**src/rtl/pba_pkg.sv**
```systemverilog
// ----------------------------------------------------------------------------
// pba_pkg
// Shared constants and types of the packet block averager.
// ----------------------------------------------------------------------------
package pba_pkg;

	localparam int MAX_BLOCK_DEF   = 256;
	localparam int SAMPLE_BITS_DEF = 16;
	localparam int REG_BITS        = 9;
	localparam int QUEUE_DEPTH     = 2;

	localparam logic [REG_BITS-1:0] BLOCK_LEN_RST = REG_BITS'(4);

	typedef enum logic [2:0] {
		ST_IDLE = 3'b001,
		ST_DIV  = 3'b010,
		ST_DONE = 3'b100
	} pba_state_t;

endpackage

```
**src/rtl/pba_if.sv**
```systemverilog
// ----------------------------------------------------------------------------
// pba_if
// Channel interfaces of the packet block averager: samples, averages, config.
// ----------------------------------------------------------------------------
interface pba_in_if #(parameter int SAMPLE_BITS = 16);
	logic                          valid;
	logic                          ready;
	logic signed [SAMPLE_BITS-1:0] sample;
	logic                          packet_end;

	modport source (output valid, output sample, output packet_end, input ready);
	modport sink   (input valid, input sample, input packet_end, output ready);
endinterface

interface pba_out_if #(parameter int SAMPLE_BITS = 16);
	logic                          valid;
	logic                          ready;
	logic signed [SAMPLE_BITS-1:0] average;
	logic                          last_of_packet;

	modport source (output valid, output average, output last_of_packet, input ready);
	modport sink   (input valid, input average, input last_of_packet, output ready);
endinterface

interface pba_cfg_if #(parameter int DATA_BITS = 9);
	logic                 valid;
	logic                 ready;
	logic [DATA_BITS-1:0] data;

	modport source (output valid, output data, input ready);
	modport sink   (input valid, input data, output ready);
endinterface

```
**src/rtl/pba_front.sv**
```systemverilog
// ----------------------------------------------------------------------------
// pba_front
// Accumulates samples, holds block_len, and pushes one closed block
// (sum, count, packet end) per average into the queue.
// ----------------------------------------------------------------------------
module pba_front
	import pba_pkg::*;
#(
	parameter int MAX_BLOCK   = MAX_BLOCK_DEF,
	parameter int SAMPLE_BITS = SAMPLE_BITS_DEF,
	localparam int CNT_W      = $clog2(MAX_BLOCK + 1),
	localparam int SUM_W      = SAMPLE_BITS + $clog2(MAX_BLOCK),
	localparam int ENTRY_W    = SUM_W + CNT_W + 1
) (
	input  logic               clk,
	input  logic               arst_n,
	pba_in_if.sink             samples,
	pba_cfg_if.sink            cfg,
	output logic               push_valid,
	input  logic               push_ready,
	output logic [ENTRY_W-1:0] push_data
);

	localparam int LEN_W = (REG_BITS > CNT_W) ? REG_BITS : CNT_W;

	logic [REG_BITS-1:0]    block_len_q;
	logic signed [SUM_W-1:0] sum_q;
	logic [CNT_W-1:0]       count_q;

	logic [LEN_W-1:0]        len_ext;
	logic [LEN_W-1:0]        eff_len;
	logic [CNT_W-1:0]        cnt_next;
	logic signed [SUM_W-1:0] sum_next;
	logic                    last;
	logic                    close;
	logic                    accept;

	assign cfg.ready = 1'b1;

	always_ff @(posedge clk or negedge arst_n) begin
		if (!arst_n) begin
			block_len_q <= BLOCK_LEN_RST;
		end else if (cfg.valid) begin
			block_len_q <= cfg.data;
		end
	end

	// zero acts as one, oversize clamps to the accumulator's capacity
	always_comb begin
		len_ext = LEN_W'(block_len_q);
		if (len_ext == '0) begin
			eff_len = LEN_W'(1);
		end else if (len_ext > LEN_W'(MAX_BLOCK)) begin
			eff_len = LEN_W'(MAX_BLOCK);
		end else begin
			eff_len = len_ext;
		end
	end

	assign last     = samples.packet_end;
	assign cnt_next = count_q + CNT_W'(1);
	assign sum_next = sum_q + {{(SUM_W - SAMPLE_BITS){samples.sample[SAMPLE_BITS-1]}},
		samples.sample};
	assign close    = last || (LEN_W'(cnt_next) >= eff_len);

	assign samples.ready = push_ready;
	assign accept        = samples.valid && samples.ready;
	assign push_valid    = accept && close;
	assign push_data     = {last, cnt_next, sum_next};

	always_ff @(posedge clk or negedge arst_n) begin
		if (!arst_n) begin
			sum_q   <= '0;
			count_q <= '0;
		end else if (accept) begin
			if (close) begin
				sum_q   <= '0;
				count_q <= '0;
			end else begin
				sum_q   <= sum_next;
				count_q <= cnt_next;
			end
		end
	end

	a_count_bound: assert property (@(posedge clk) disable iff (!arst_n)
		LEN_W'(count_q) < LEN_W'(MAX_BLOCK))
		else $error("open block count reached capacity");

	a_push_count: assert property (@(posedge clk) disable iff (!arst_n)
		push_valid |-> (cnt_next != '0))
		else $error("closed block with zero samples");

	a_clear_after_close: assert property (@(posedge clk) disable iff (!arst_n)
		push_valid |=> (count_q == '0 && sum_q == '0))
		else $error("accumulator not cleared after close");

endmodule

```
**src/rtl/pba_queue.sv**
```systemverilog
// ----------------------------------------------------------------------------
// pba_queue
// Small register queue between the accumulator and the divider.
// ----------------------------------------------------------------------------
module pba_queue
	import pba_pkg::*;
#(
	parameter int WIDTH = 8,
	parameter int DEPTH = QUEUE_DEPTH
) (
	input  logic             clk,
	input  logic             arst_n,
	input  logic             push_valid,
	output logic             push_ready,
	input  logic [WIDTH-1:0] push_data,
	output logic             pop_valid,
	input  logic             pop_ready,
	output logic [WIDTH-1:0] pop_data
);

	localparam int PTR_W = (DEPTH > 1) ? $clog2(DEPTH) : 1;
	localparam int CNT_W = $clog2(DEPTH + 1);

	logic [WIDTH-1:0] store_q [DEPTH];
	logic [PTR_W-1:0] wr_ptr_q;
	logic [PTR_W-1:0] rd_ptr_q;
	logic [CNT_W-1:0] fill_q;
	logic             do_push;
	logic             do_pop;

	assign push_ready = (fill_q != CNT_W'(DEPTH));
	assign pop_valid  = (fill_q != '0);
	assign pop_data   = store_q[rd_ptr_q];
	assign do_push    = push_valid && push_ready;
	assign do_pop     = pop_valid && pop_ready;

	always_ff @(posedge clk) begin
		if (do_push) begin
			store_q[wr_ptr_q] <= push_data;
		end
	end

	always_ff @(posedge clk or negedge arst_n) begin
		if (!arst_n) begin
			wr_ptr_q <= '0;
			rd_ptr_q <= '0;
			fill_q   <= '0;
		end else begin
			if (do_push) begin
				wr_ptr_q <= (wr_ptr_q == PTR_W'(DEPTH - 1)) ? '0 : wr_ptr_q + PTR_W'(1);
			end
			if (do_pop) begin
				rd_ptr_q <= (rd_ptr_q == PTR_W'(DEPTH - 1)) ? '0 : rd_ptr_q + PTR_W'(1);
			end
			if (do_push && !do_pop) begin
				fill_q <= fill_q + CNT_W'(1);
			end else if (do_pop && !do_push) begin
				fill_q <= fill_q - CNT_W'(1);
			end
		end
	end

	a_fill_bound: assert property (@(posedge clk) disable iff (!arst_n)
		fill_q <= CNT_W'(DEPTH))
		else $error("queue overfilled");

	a_ptr_match: assert property (@(posedge clk) disable iff (!arst_n)
		(fill_q == '0) |-> (wr_ptr_q == rd_ptr_q))
		else $error("empty queue with pointers apart");

	a_push_grows: assert property (@(posedge clk) disable iff (!arst_n)
		(do_push && !do_pop) |=> (fill_q == $past(fill_q) + CNT_W'(1)))
		else $error("push lost");

endmodule

```
**src/rtl/pba_back.sv**
```systemverilog
// ----------------------------------------------------------------------------
// pba_back
// Bit-serial signed division of a block sum by its count, with an output
// register toward the result channel.
// ----------------------------------------------------------------------------
module pba_back
	import pba_pkg::*;
#(
	parameter int MAX_BLOCK   = MAX_BLOCK_DEF,
	parameter int SAMPLE_BITS = SAMPLE_BITS_DEF,
	localparam int CNT_W      = $clog2(MAX_BLOCK + 1),
	localparam int SUM_W      = SAMPLE_BITS + $clog2(MAX_BLOCK),
	localparam int ENTRY_W    = SUM_W + CNT_W + 1
) (
	input  logic               clk,
	input  logic               arst_n,
	input  logic               pop_valid,
	output logic               pop_ready,
	input  logic [ENTRY_W-1:0] pop_data,
	pba_out_if.source          averages
);

	localparam int STEP_W = $clog2(SUM_W);

	pba_state_t state_q;

	logic [SUM_W-1:0]  dvd_q;
	logic [CNT_W-1:0]  rem_q;
	logic [CNT_W-1:0]  dsr_q;
	logic [STEP_W-1:0] step_q;
	logic              neg_q;
	logic              last_q;

	logic                          out_valid_q;
	logic signed [SAMPLE_BITS-1:0] out_avg_q;
	logic                          out_last_q;

	logic signed [SUM_W-1:0] in_sum;
	logic [CNT_W-1:0]        in_cnt;
	logic                    in_last;
	logic [SUM_W-1:0]        in_mag;
	logic [CNT_W:0]          trial;
	logic                    qbit;
	logic [CNT_W:0]          diff;
	logic [SUM_W-1:0]        result;
	logic                    out_free;

	assign in_sum  = pop_data[SUM_W-1:0];
	assign in_cnt  = pop_data[SUM_W+CNT_W-1:SUM_W];
	assign in_last = pop_data[ENTRY_W-1];
	assign in_mag  = in_sum[SUM_W-1] ? SUM_W'(-in_sum) : SUM_W'(in_sum);

	assign trial  = {rem_q, dvd_q[SUM_W-1]};
	assign qbit   = (trial >= {1'b0, dsr_q});
	assign diff   = trial - {1'b0, dsr_q};
	assign result = neg_q ? (~dvd_q + SUM_W'(1)) : dvd_q;

	assign out_free  = !out_valid_q || averages.ready;
	assign pop_ready = (state_q == ST_IDLE);

	assign averages.valid          = out_valid_q;
	assign averages.average        = out_avg_q;
	assign averages.last_of_packet = out_last_q;

	always_ff @(posedge clk or negedge arst_n) begin
		if (!arst_n) begin
			state_q <= ST_IDLE;
			step_q  <= '0;
		end else begin
			unique case (state_q)
				ST_IDLE: begin
					if (pop_valid) begin
						state_q <= ST_DIV;
						step_q  <= STEP_W'(SUM_W - 1);
					end
				end
				ST_DIV: begin
					if (step_q == '0) begin
						state_q <= ST_DONE;
					end else begin
						step_q <= step_q - STEP_W'(1);
					end
				end
				ST_DONE: begin
					if (out_free) begin
						state_q <= ST_IDLE;
					end
				end
				default: begin
					state_q <= ST_IDLE;
				end
			endcase
		end
	end

	// restoring division, one quotient bit per cycle shifted into the dividend
	always_ff @(posedge clk) begin
		if (state_q == ST_IDLE && pop_valid) begin
			dvd_q  <= in_mag;
			rem_q  <= '0;
			dsr_q  <= in_cnt;
			neg_q  <= in_sum[SUM_W-1];
			last_q <= in_last;
		end else if (state_q == ST_DIV) begin
			dvd_q <= {dvd_q[SUM_W-2:0], qbit};
			rem_q <= qbit ? diff[CNT_W-1:0] : trial[CNT_W-1:0];
		end
	end

	always_ff @(posedge clk or negedge arst_n) begin
		if (!arst_n) begin
			out_valid_q <= 1'b0;
		end else if (state_q == ST_DONE && out_free) begin
			out_valid_q <= 1'b1;
		end else if (averages.ready) begin
			out_valid_q <= 1'b0;
		end
	end

	always_ff @(posedge clk) begin
		if (state_q == ST_DONE && out_free) begin
			out_avg_q  <= result[SAMPLE_BITS-1:0];
			out_last_q <= last_q;
		end
	end

	a_divisor_nonzero: assert property (@(posedge clk) disable iff (!arst_n)
		(state_q == ST_DIV) |-> (dsr_q != '0))
		else $error("division by zero count");

	a_remainder_bound: assert property (@(posedge clk) disable iff (!arst_n)
		(state_q == ST_DIV) |-> (rem_q < dsr_q))
		else $error("remainder not below divisor");

	a_result_load: assert property (@(posedge clk) disable iff (!arst_n)
		(state_q == ST_DONE && out_free) |=> out_valid_q)
		else $error("finished average not presented");

endmodule

```
**src/rtl/packet_block_averager_unit.sv**
```systemverilog
// ----------------------------------------------------------------------------
// packet_block_averager_unit
// Integrate-and-dump block averager over packetized signed samples.
// ----------------------------------------------------------------------------
// Each accepted sample is added to a running sum; once block_len samples have
// gathered, or the sample ends its packet, the block's sum and count go into a
// two-entry queue and the accumulator clears. Samples take one cycle each as
// long as the queue has room. A bit-serial restoring divider behind the queue
// turns each block into its average, truncated toward zero, one bit of the
// SUM_W-bit block sum at a time (SUM_W = SAMPLE_BITS + log2(MAX_BLOCK), with
// 16-bit samples and 256-sample blocks by default); that divider sets the
// sustained rate when blocks are short. block_len of 0 behaves as 1 and
// values above MAX_BLOCK behave as MAX_BLOCK. The output register lets the
// next division run while an average waits to be taken.
// ----------------------------------------------------------------------------
module packet_block_averager_unit
	import pba_pkg::*;
#(
	parameter int MAX_BLOCK   = MAX_BLOCK_DEF,
	parameter int SAMPLE_BITS = SAMPLE_BITS_DEF
) (
	input  logic      clk,
	input  logic      arst_n,
	pba_in_if.sink    samples,
	pba_out_if.source averages,
	pba_cfg_if.sink   cfg
);

	localparam int CNT_W   = $clog2(MAX_BLOCK + 1);
	localparam int SUM_W   = SAMPLE_BITS + $clog2(MAX_BLOCK);
	localparam int ENTRY_W = SUM_W + CNT_W + 1;

	logic               push_valid;
	logic               push_ready;
	logic [ENTRY_W-1:0] push_data;
	logic               pop_valid;
	logic               pop_ready;
	logic [ENTRY_W-1:0] pop_data;

	pba_front #(
		.MAX_BLOCK   (MAX_BLOCK),
		.SAMPLE_BITS (SAMPLE_BITS)
	) u_front (
		.clk        (clk),
		.arst_n     (arst_n),
		.samples    (samples),
		.cfg        (cfg),
		.push_valid (push_valid),
		.push_ready (push_ready),
		.push_data  (push_data)
	);

	pba_queue #(
		.WIDTH (ENTRY_W),
		.DEPTH (QUEUE_DEPTH)
	) u_queue (
		.clk        (clk),
		.arst_n     (arst_n),
		.push_valid (push_valid),
		.push_ready (push_ready),
		.push_data  (push_data),
		.pop_valid  (pop_valid),
		.pop_ready  (pop_ready),
		.pop_data   (pop_data)
	);

	pba_back #(
		.MAX_BLOCK   (MAX_BLOCK),
		.SAMPLE_BITS (SAMPLE_BITS)
	) u_back (
		.clk       (clk),
		.arst_n    (arst_n),
		.pop_valid (pop_valid),
		.pop_ready (pop_ready),
		.pop_data  (pop_data),
		.averages  (averages)
	);

endmodule
```
**src/flat_wrapper.sv**
```systemverilog
// flat-port wrapper written by rule: the top's interface ports become plain ports
module packet_block_averager_unit_flat import pba_pkg::*;
#(
	parameter int MAX_BLOCK   = MAX_BLOCK_DEF,
	parameter int SAMPLE_BITS = SAMPLE_BITS_DEF
)
  (clk, arst_n, samples_valid, samples_sample, samples_packet_end, samples_ready, averages_valid, averages_average, averages_last_of_packet, averages_ready, cfg_valid, cfg_data, cfg_ready);
  pba_in_if #(.SAMPLE_BITS(SAMPLE_BITS)) samples_i ();
  pba_out_if #(.SAMPLE_BITS(SAMPLE_BITS)) averages_i ();
  pba_cfg_if cfg_i ();
  input  logic clk;
  input  logic arst_n;
  input wire logic [$bits(samples_i.valid)-1:0] samples_valid;
  input wire logic [$bits(samples_i.sample)-1:0] samples_sample;
  input wire logic [$bits(samples_i.packet_end)-1:0] samples_packet_end;
  output wire logic [$bits(samples_i.ready)-1:0] samples_ready;
  output wire logic [$bits(averages_i.valid)-1:0] averages_valid;
  output wire logic [$bits(averages_i.average)-1:0] averages_average;
  output wire logic [$bits(averages_i.last_of_packet)-1:0] averages_last_of_packet;
  input wire logic [$bits(averages_i.ready)-1:0] averages_ready;
  input wire logic [$bits(cfg_i.valid)-1:0] cfg_valid;
  input wire logic [$bits(cfg_i.data)-1:0] cfg_data;
  output wire logic [$bits(cfg_i.ready)-1:0] cfg_ready;
  assign samples_i.valid = samples_valid;
  assign samples_i.sample = samples_sample;
  assign samples_i.packet_end = samples_packet_end;
  assign samples_ready = samples_i.ready;
  assign averages_valid = averages_i.valid;
  assign averages_average = averages_i.average;
  assign averages_last_of_packet = averages_i.last_of_packet;
  assign averages_i.ready = averages_ready;
  assign cfg_i.valid = cfg_valid;
  assign cfg_i.data = cfg_data;
  assign cfg_ready = cfg_i.ready;
  packet_block_averager_unit #(.MAX_BLOCK(MAX_BLOCK), .SAMPLE_BITS(SAMPLE_BITS)) u_core (.clk(clk), .arst_n(arst_n), .samples(samples_i), .averages(averages_i), .cfg(cfg_i));
endmodule
```
**config.mk**
```make
export PLATFORM = sky130hd
export DESIGN_NAME = packet_block_averager_unit_flat
export DESIGN_NICKNAME = d
export VERILOG_FILES = /design/src/rtl/pba_pkg.sv /design/src/rtl/pba_if.sv /design/src/rtl/pba_front.sv /design/src/rtl/pba_queue.sv /design/src/rtl/pba_back.sv /design/src/rtl/packet_block_averager_unit.sv /design/src/flat_wrapper.sv
export SDC_FILE = /design/constraint.sdc
export NUM_CORES = 1
export LEC_CHECK = 0
export BUFFER_PORTS_ARGS = -buffer_cell sky130_fd_sc_hd__buf_2
export CORE_MARGIN = 2
export CORE_UTILIZATION = 45
export DETAILED_ROUTE_END_ITERATION = 16
export PLACE_DENSITY_LB_ADDON = 0.3
export SETUP_SLACK_MARGIN = 0.5
export SYNTH_ARGS = -nofsm -noshare
export SYNTH_HDL_FRONTEND = slang
export SYNTH_SLANG_ARGS = --single-unit
```
**constraint.sdc**
```tcl
create_clock -name clk -period 5.9 [get_ports clk]
set_clock_uncertainty 0.2 [all_clocks]
set_input_delay 0.295 -clock clk [delete_from_list [all_inputs] [get_ports clk]]
set_output_delay 0.295 -clock clk [all_outputs]
set_load 0.02 [all_outputs]
```
**Word-level counts from Yosys, hierarchy flattened**

Memories as Yosys holds them, arrays and structs flattened.
Cells that the tools add are included.

- Word-level logic and storage cells: 84
- RAM bits: 68
- Input port bits: 31
- Register bits: 116
- Output and inout bits: 20
- Memories kept: 1

- Reduce and logical (&&, ||, !) cells: 21
- Multiplexer cells: 24
- Eq/ne operators: 8
- Magnitude comparators: 3
- Bitwise operators: 1
- Add/subtract/negate cells: 10

Memories:

| name | depth | bits a word | rd ports | clocked after memory_dff | write ports | RTL line | source |
|---|---|---|---|---|---|---|---|
| u_core.u_queue.store_q | 2 | 34 | 1 | 0 | 1 | pba_queue.sv:24 | `logic [WIDTH-1:0] store_q [DEPTH];` |

Operators with widths:

| operator | number |
|---|---|
| $mux W24 | 4 |
| $mux W9 | 4 |
| $add A24 B24 Y24 | 1 |
| $neg A24 Y24 | 1 |
| $add A16 B1 Y16 const B | 1 |
| $mux W16 | 1 |
| $not A16 Y16 | 1 |
| $ge A10 B9 Y1 | 1 |
| $mux W5 | 2 |
| $ne A2 B2 Y1 const B | 5 |
| $pmux W5 S2 | 1 |
| $reduce_bool A2 Y1 | 5 |
| $add A9 B1 Y9 const B | 1 |
| $ge A9 B9 Y1 | 1 |
| $gt A9 B9 Y1 const B | 1 |
| $logic_not A9 Y1 | 1 |
| $mux W3 | 3 |
| $pmux W3 S3 | 1 |
| $sub A9 B9 Y9 | 1 |
| $logic_and A1 B1 Y1 | 7 |
| $mux W1 | 6 |
| $reduce_and A3 Y1 | 2 |
| $logic_not A5 Y1 | 1 |
| $sub A5 B1 Y5 const B | 1 |
| other kinds (9) | 14 |

**Depth between registers and ports, before layout**

- Depth in word-level cells: 11
- Mapped depth: 17
- Gate-level depth less buffers: 16

**By module**

From an unflattened synthesis, not the netlist that was laid out.

- Cell total of the unflattened synthesis: 846
- Area, all modules: 9,893.2 µm²

By module, submodules not included:

| module | area an instance (µm²) | sequential area each (µm²) | cells an instance | instances |
|---|---|---|---|---|
| pba_back | 3,921.3 | 1,968.1 | 370 | 1 |
| pba_front | 3,173.0 | 1,052.3 | 352 | 1 |
| pba_queue | 2,798.9 | 2,142.1 | 124 | 1 |

**Least setup slack after synthesis**

Ideal clock, no wire load.

- Kind: register to register
- From: register u_core.u_front.count_q[0]
- To: memory u_core.u_queue.store_q[0][0] (netlist name) (enable)
- Stages on the path, launching flop included: 12
- Arrival time: 3.996 ns
- Path slack: 1.279 ns
- Period minus slack after synthesis: 4.621 ns
- Path buffers: 1
- Data required time: 5.275 ns
- Library setup time: 0.425 ns
- Path through: dfrtp_1 > ha_1 > nand3_1 > nor2_1 > xor2_1 > ha_1 > nand4_1 > or3_1 > a32oi_1 > clkbuf_1 > nand2_1 > nor2_1

- Cells in the longest elaborated chain, start to end: 7

Ends and longest elaborated chain:

| item | RTL line | source |
|---|---|---|
| from (decl) | pba_front.sv:28 | `logic [CNT_W-1:0] count_q;` |
| from (signal assigned) | pba_front.sv:81 | `count_q <= cnt_next;` |
| $add A9 B1 Y9 | pba_front.sv:61 | `assign cnt_next = count_q + CNT_W'(1);` |
| via u_core.push_data[30] | packet_block_averager_unit.sv:35 | `logic [ENTRY_W-1:0] push_data;` |
| $ge A9 B9 Y1 | pba_front.sv:64 | `assign close = last \|\| (LEN_W'(cnt_next) >= eff_len);` |
| $logic_or A1 B1 Y1 | pba_front.sv:64 |  |
| $logic_and A1 B1 Y1 | pba_front.sv:68 | `assign push_valid = accept && close;` |
| $logic_and A1 B1 Y1 | pba_queue.sv:34 | `assign do_push = push_valid && push_ready;` |
| $mux W1 | pba_queue.sv:38 | `if (do_push) begin` |
| $mux W1 (not written as such) | pba_queue.sv:39 | `store_q[wr_ptr_q] <= push_data;` |
| to (decl) | pba_queue.sv:24 |  |

The timed path passes the listed nets, and every way through them passes these cells.

**Worst setup path in the final report**

- From: register u_core.u_front.count_q[0]
- To: memory u_core.u_queue.store_q[0][16] (netlist name) (enable)

Same word-level chain as after synthesis.

==> summary by stage <==
Routing
Wires add up to around 19,000 um. The number of DRC violations after detailed-routing iteration 0 is 350. The total number of vias is approximately 6,500. For this run, design rule violations remaining after detail routing come to 0. After detailed routing, the average wire length per cell comes to around 15 um. The number of vias per cell is approximately 5.3. The pre-antenna-repair detailed-routing pass consisted of 4 iterations. The number of nets with antenna violations after detailed routing is 0.

Layout
The layout-stage area growth over the synthesis result is 13.04%. The total non-filler cell area in the finished layout is between 10,000 and 15,000 sq um. 0 antenna diodes ended up in the layout. The share of cells above drive strength 1 is 14.68%. After the last flow step, the layout net total stands at a little over 1,000. The count of filler cells inserted in the layout is approximately 1,900.

Critical path
Data on the critical path arrives at its endpoint at between 4 and 5 ns. The worst setup path is launched from a register. The worst setup path is of the reg2reg kind. The depth of the worst register-to-register path is 11. The maximum fanout along the worst path is 34.

The startpoint identified for the worst register-to-register timing path is u_core.u_front.count_q[0]$_DFFE_PN0P_. The worst register-to-register path ends at u_core.u_queue.store_q[0][16]$_DFFE_PP_. Setup slack on the worst reg-to-reg path comes out at roughly 1.7 ns. The data required time of the worst path is a little under 6 ns. The element type at the critical path end is a register.

STA
Setup violations remaining at the end of the flow were counted as 0. Adding up every negative setup slack in the final design gives 0 ns. The count of pins over their slew limit was 0. Once routing completed, OpenROAD measured the worst setup slack at around 1.7 ns.

Setup repair after global routing left no endpoint under its margin. The worst pin sits at a relative slew slack of between 30% and 40%. The clock period could shrink to between 4 and 5 ns. The share of the clock period used by the worst path after layout is approximately 70%. At the pin with the least slew margin, the transition time is 0.9809 ns.

For this run, the top clock speed supported by timing is 0.2355 GHz. The number of endpoints with negative hold slack in the final report came to 0.

Floorplanning
The die is 151.0 um wide. The initial utilization of the core area, before any placement, comes to about 46%. The placement row count is 53. The die covers between 20,000 and 25,000 sq um. The die extent in y is about 150 um. 51 I/O pins were placed. The core outline area is 21,090 sq um.

Power
The maximum resistive drop on vdd is roughly 0.00026 V. In this run the static leakage power is approximately 4.4 nW. The power per unit of standard cell area is 530.3 nW/um^2.

Placement
Before CTS, the worst setup slack after placement is 1.647 ns. The number of I/O port buffers is 49. The final estimated routing congestion in global placement is roughly 0.89. The instance area after placement is between 10,000 and 15,000 sq um. Detailed placement ended at an HPWL of 13,030 um.

Clocking
The latest clock arrival within the worst-skew pair is 0.43 ns. Buffers inserted during clock tree synthesis total 17. The tree is rooted in a sky130_fd_sc_hd__clkbuf_16. The number of gates given a new drive strength after cts is 0.

The maximum level of the CTS H-tree is 4. TritonCTS built the clock tree. The clock sink count is between 150 and 200. The clock transition at the registers of the reported paths is approximately 0.07 ns. The maximum count of clock buffers along a single path is 2.

Global route
The first-pass GRT wire length is roughly 31,000 um. For this run the aggregate overflow at the end of global routing stands at 0. Entering global routing, the biggest net connects 56 pins. Global routing consumed, over all layers together, roughly 17% of the routing resources.

The initial antenna violation count is 0. The via count of the first global-routing pass was approximately 6,300.

Logic synthesis
The cell accounting for the most synthesized area is sky130_fd_sc_hd__edfxtp_1. The number of nets handed over by synthesis was ~950. The synthesized instance count is 868.

The most common cell in the synthesized netlist is sky130_fd_sc_hd__edfxtp_1. Ranked by instance count, the synthesized netlist is headed by sky130_fd_sc_hd__edfxtp_1 (120), sky130_fd_sc_hd__nand2_1 (113), sky130_fd_sc_hd__o21ai_0 (63). The number of enable flip-flop cells after synthesis is 120. The mean instance size in the synthesized netlist is 11.21 sq um. Counting distinct cell types in the post-synthesis netlist gives just under 80. After synthesis the cells add up to 9727 sq um.

After synthesis the netlist holds a flip-flop and latch count of around 180. The top cell type by area accounts for a little under two fifths of the synthesized area. By area the synthesized netlist is led by sky130_fd_sc_hd__edfxtp_1 (37%), sky130_fd_sc_hd__dfrtp_1 (14%), sky130_fd_sc_hd__ha_1 (6.0%). The post-synthesis async set-or-reset flop share is roughly 30%. The most instantiated flip-flop cell in the synthesis netlist is sky130_fd_sc_hd__edfxtp_1. Of the synthesized area, sequential elements account for a little over half. The count of yosys warnings during synthesis is 0.

Worst hold path
The startpoint of the worst hold path is cfg_valid. For hold timing, the worst endpoint is u_core.u_front.block_len_q[8]$_DFFE_PN0P_. The worst hold path passes through 2 cells. The classification of the worst-slack hold path is in2reg.

Run
The number of max-cap violations is 0.

Outcome
The flow ran to the end, and the final reports show no timing, DRC or antenna violations.
==> layout make-up <==
| cell class | instances | area [sq um] | area share (%) |
|---|---|---|---|
| flip-flops and latches | 184 | 5164 | 46.96 |
| multi-input cells | 624 | 4308 | 39.18 |
| repair buffers | 70 | 432.9 | 3.937 |
| clock buffers | 17 | 425.4 | 3.869 |
| well taps | 275 | 344.1 | 3.129 |
| clock inverters | 15 | 209.0 | 1.900 |
| inverters | 30 | 112.6 | 1.024 |
==> per-stage QoR <==
stage                     hold slack [ns]  total power [W]  std cells  util, %
after global placement             0.2376         0.004573       1171    48.56
after global routing              0.03118         0.006262       1215    52.14
after CTS                         0.02494         0.005862       1215    52.14
final                             0.02870         0.005830       1215    52.14
after floorplan                   -0.2006         0.004079        868        -
after detailed placement           0.2187         0.004624       1171    48.56
==> what timing repair did <==
| item | in CTS | in global routing |
|---|---|---|
| hold endpoints to repair | 66 | 0 |
| setup buffers | 0 | 0 |
| hold buffers | 12 | 0 |
==> cell usage in the layout, fill, tap and decap left out, drive strengths merged, types with 17 or more instances in the layout <==
cell type  netlist  final
nor3            17     17
ha              47     47
clkbuf          22     17
inv             29     36
nand2          113    113
mux2            18     18
dfrtp           53     53
edfxtp         120    120
xnor2           46     46
o21ai           81     81
nor2            39     39
mux2i           30     30
buf              8     58
xor2            29     29
a21oi           43     43
==> worst max-delay path, stage by stage (launching register included) <==
cell and delay, ns:
sky130_fd_sc_hd__dfrtp_1 0.47, sky130_fd_sc_hd__ha_1 0.26, sky130_fd_sc_hd__nand3_1 0.12, sky130_fd_sc_hd__nor2_1 0.28, sky130_fd_sc_hd__xor2_1 0.15, sky130_fd_sc_hd__ha_1 0.34
sky130_fd_sc_hd__nand4_1 0.09, sky130_fd_sc_hd__or3_1 0.38, sky130_fd_sc_hd__a32oi_1 0.77, sky130_fd_sc_hd__nand2_1 0.29, sky130_fd_sc_hd__nor2_2 0.13, sky130_fd_sc_hd__buf_4 0.39
==> per-layer routing <==
layer | share of wire (%) | wire length (um) | track usage [%]
met5 | 0 | 0 | 0
met4 | 0.84 | 157 | 5.187
met3 | 3.7 | 682 | 3.584
met2 | 46 | 8520 | 27.27
met1 | 50 | 9230 | 24.18
==> worst max-delay path by stage <==
stage                                                     start                                 endpoint  slack (ns)  depth (start not counted)
after floorplan           u_core.u_front.count_q[0]$_DFFE_PN0P_   u_core.u_queue.store_q[0][0]$_DFFE_PP_        1.28                         11
after global placement    u_core.u_front.count_q[0]$_DFFE_PN0P_  u_core.u_queue.store_q[0][10]$_DFFE_PP_        1.81                         11
after detailed placement  u_core.u_front.count_q[0]$_DFFE_PN0P_  u_core.u_queue.store_q[0][11]$_DFFE_PP_        1.65                         11
after CTS                 u_core.u_front.count_q[0]$_DFFE_PN0P_  u_core.u_queue.store_q[0][16]$_DFFE_PP_        1.65                         11
after global routing      u_core.u_front.count_q[0]$_DFFE_PN0P_  u_core.u_queue.store_q[0][16]$_DFFE_PP_        1.32                         11
final                     u_core.u_front.count_q[0]$_DFFE_PN0P_  u_core.u_queue.store_q[0][16]$_DFFE_PP_        1.65                         11
==> state kept, by name, summed over array words and instances (netlist names) <==
register and count:
u_core.u_back.averages.average 16, u_core.u_back.step_q 5, u_core.u_back.dsr_q 9, u_core.u_back.dvd_q 24, u_core.u_front.block_len_q 9, u_core.u_back.rem_q 9
u_core.u_queue.rd_ptr_q 1, u_core.u_front.count_q 9, u_core.u_back.averages.valid 1, u_core.u_back.state_q 3, u_core.u_back.averages.last_of_packet 1, u_core.u_queue.fill_q 2
u_core.u_back.last_q 1, u_core.u_queue.store_q 68, u_core.u_queue.wr_ptr_q 1, u_core.u_front.sum_q 24, u_core.u_back.neg_q 1
==> kinds of logic after synthesis <==
group           Yosys count  share of synthesized area [%]
fa+ha+maj                49                          6.457
buf+inv                  60                          2.663
flops                   184                          53.07
xor+xnor                 75                          6.753
mux                      48                          5.415
other cells               1                        0.03855
compound gates          203                          13.21
simple gates            248                          12.39
==> power by group <==
part,total [W],internal (W),leakage (nW),switching (W)
logic,0.00236,0.000965,2.26,0.00139
registers,0.00226,0.00197,1.87,0.000286
clock network,0.00121,0.000687,0.308,0.000524
Note: power is estimated with default switching activity, not from simulation.
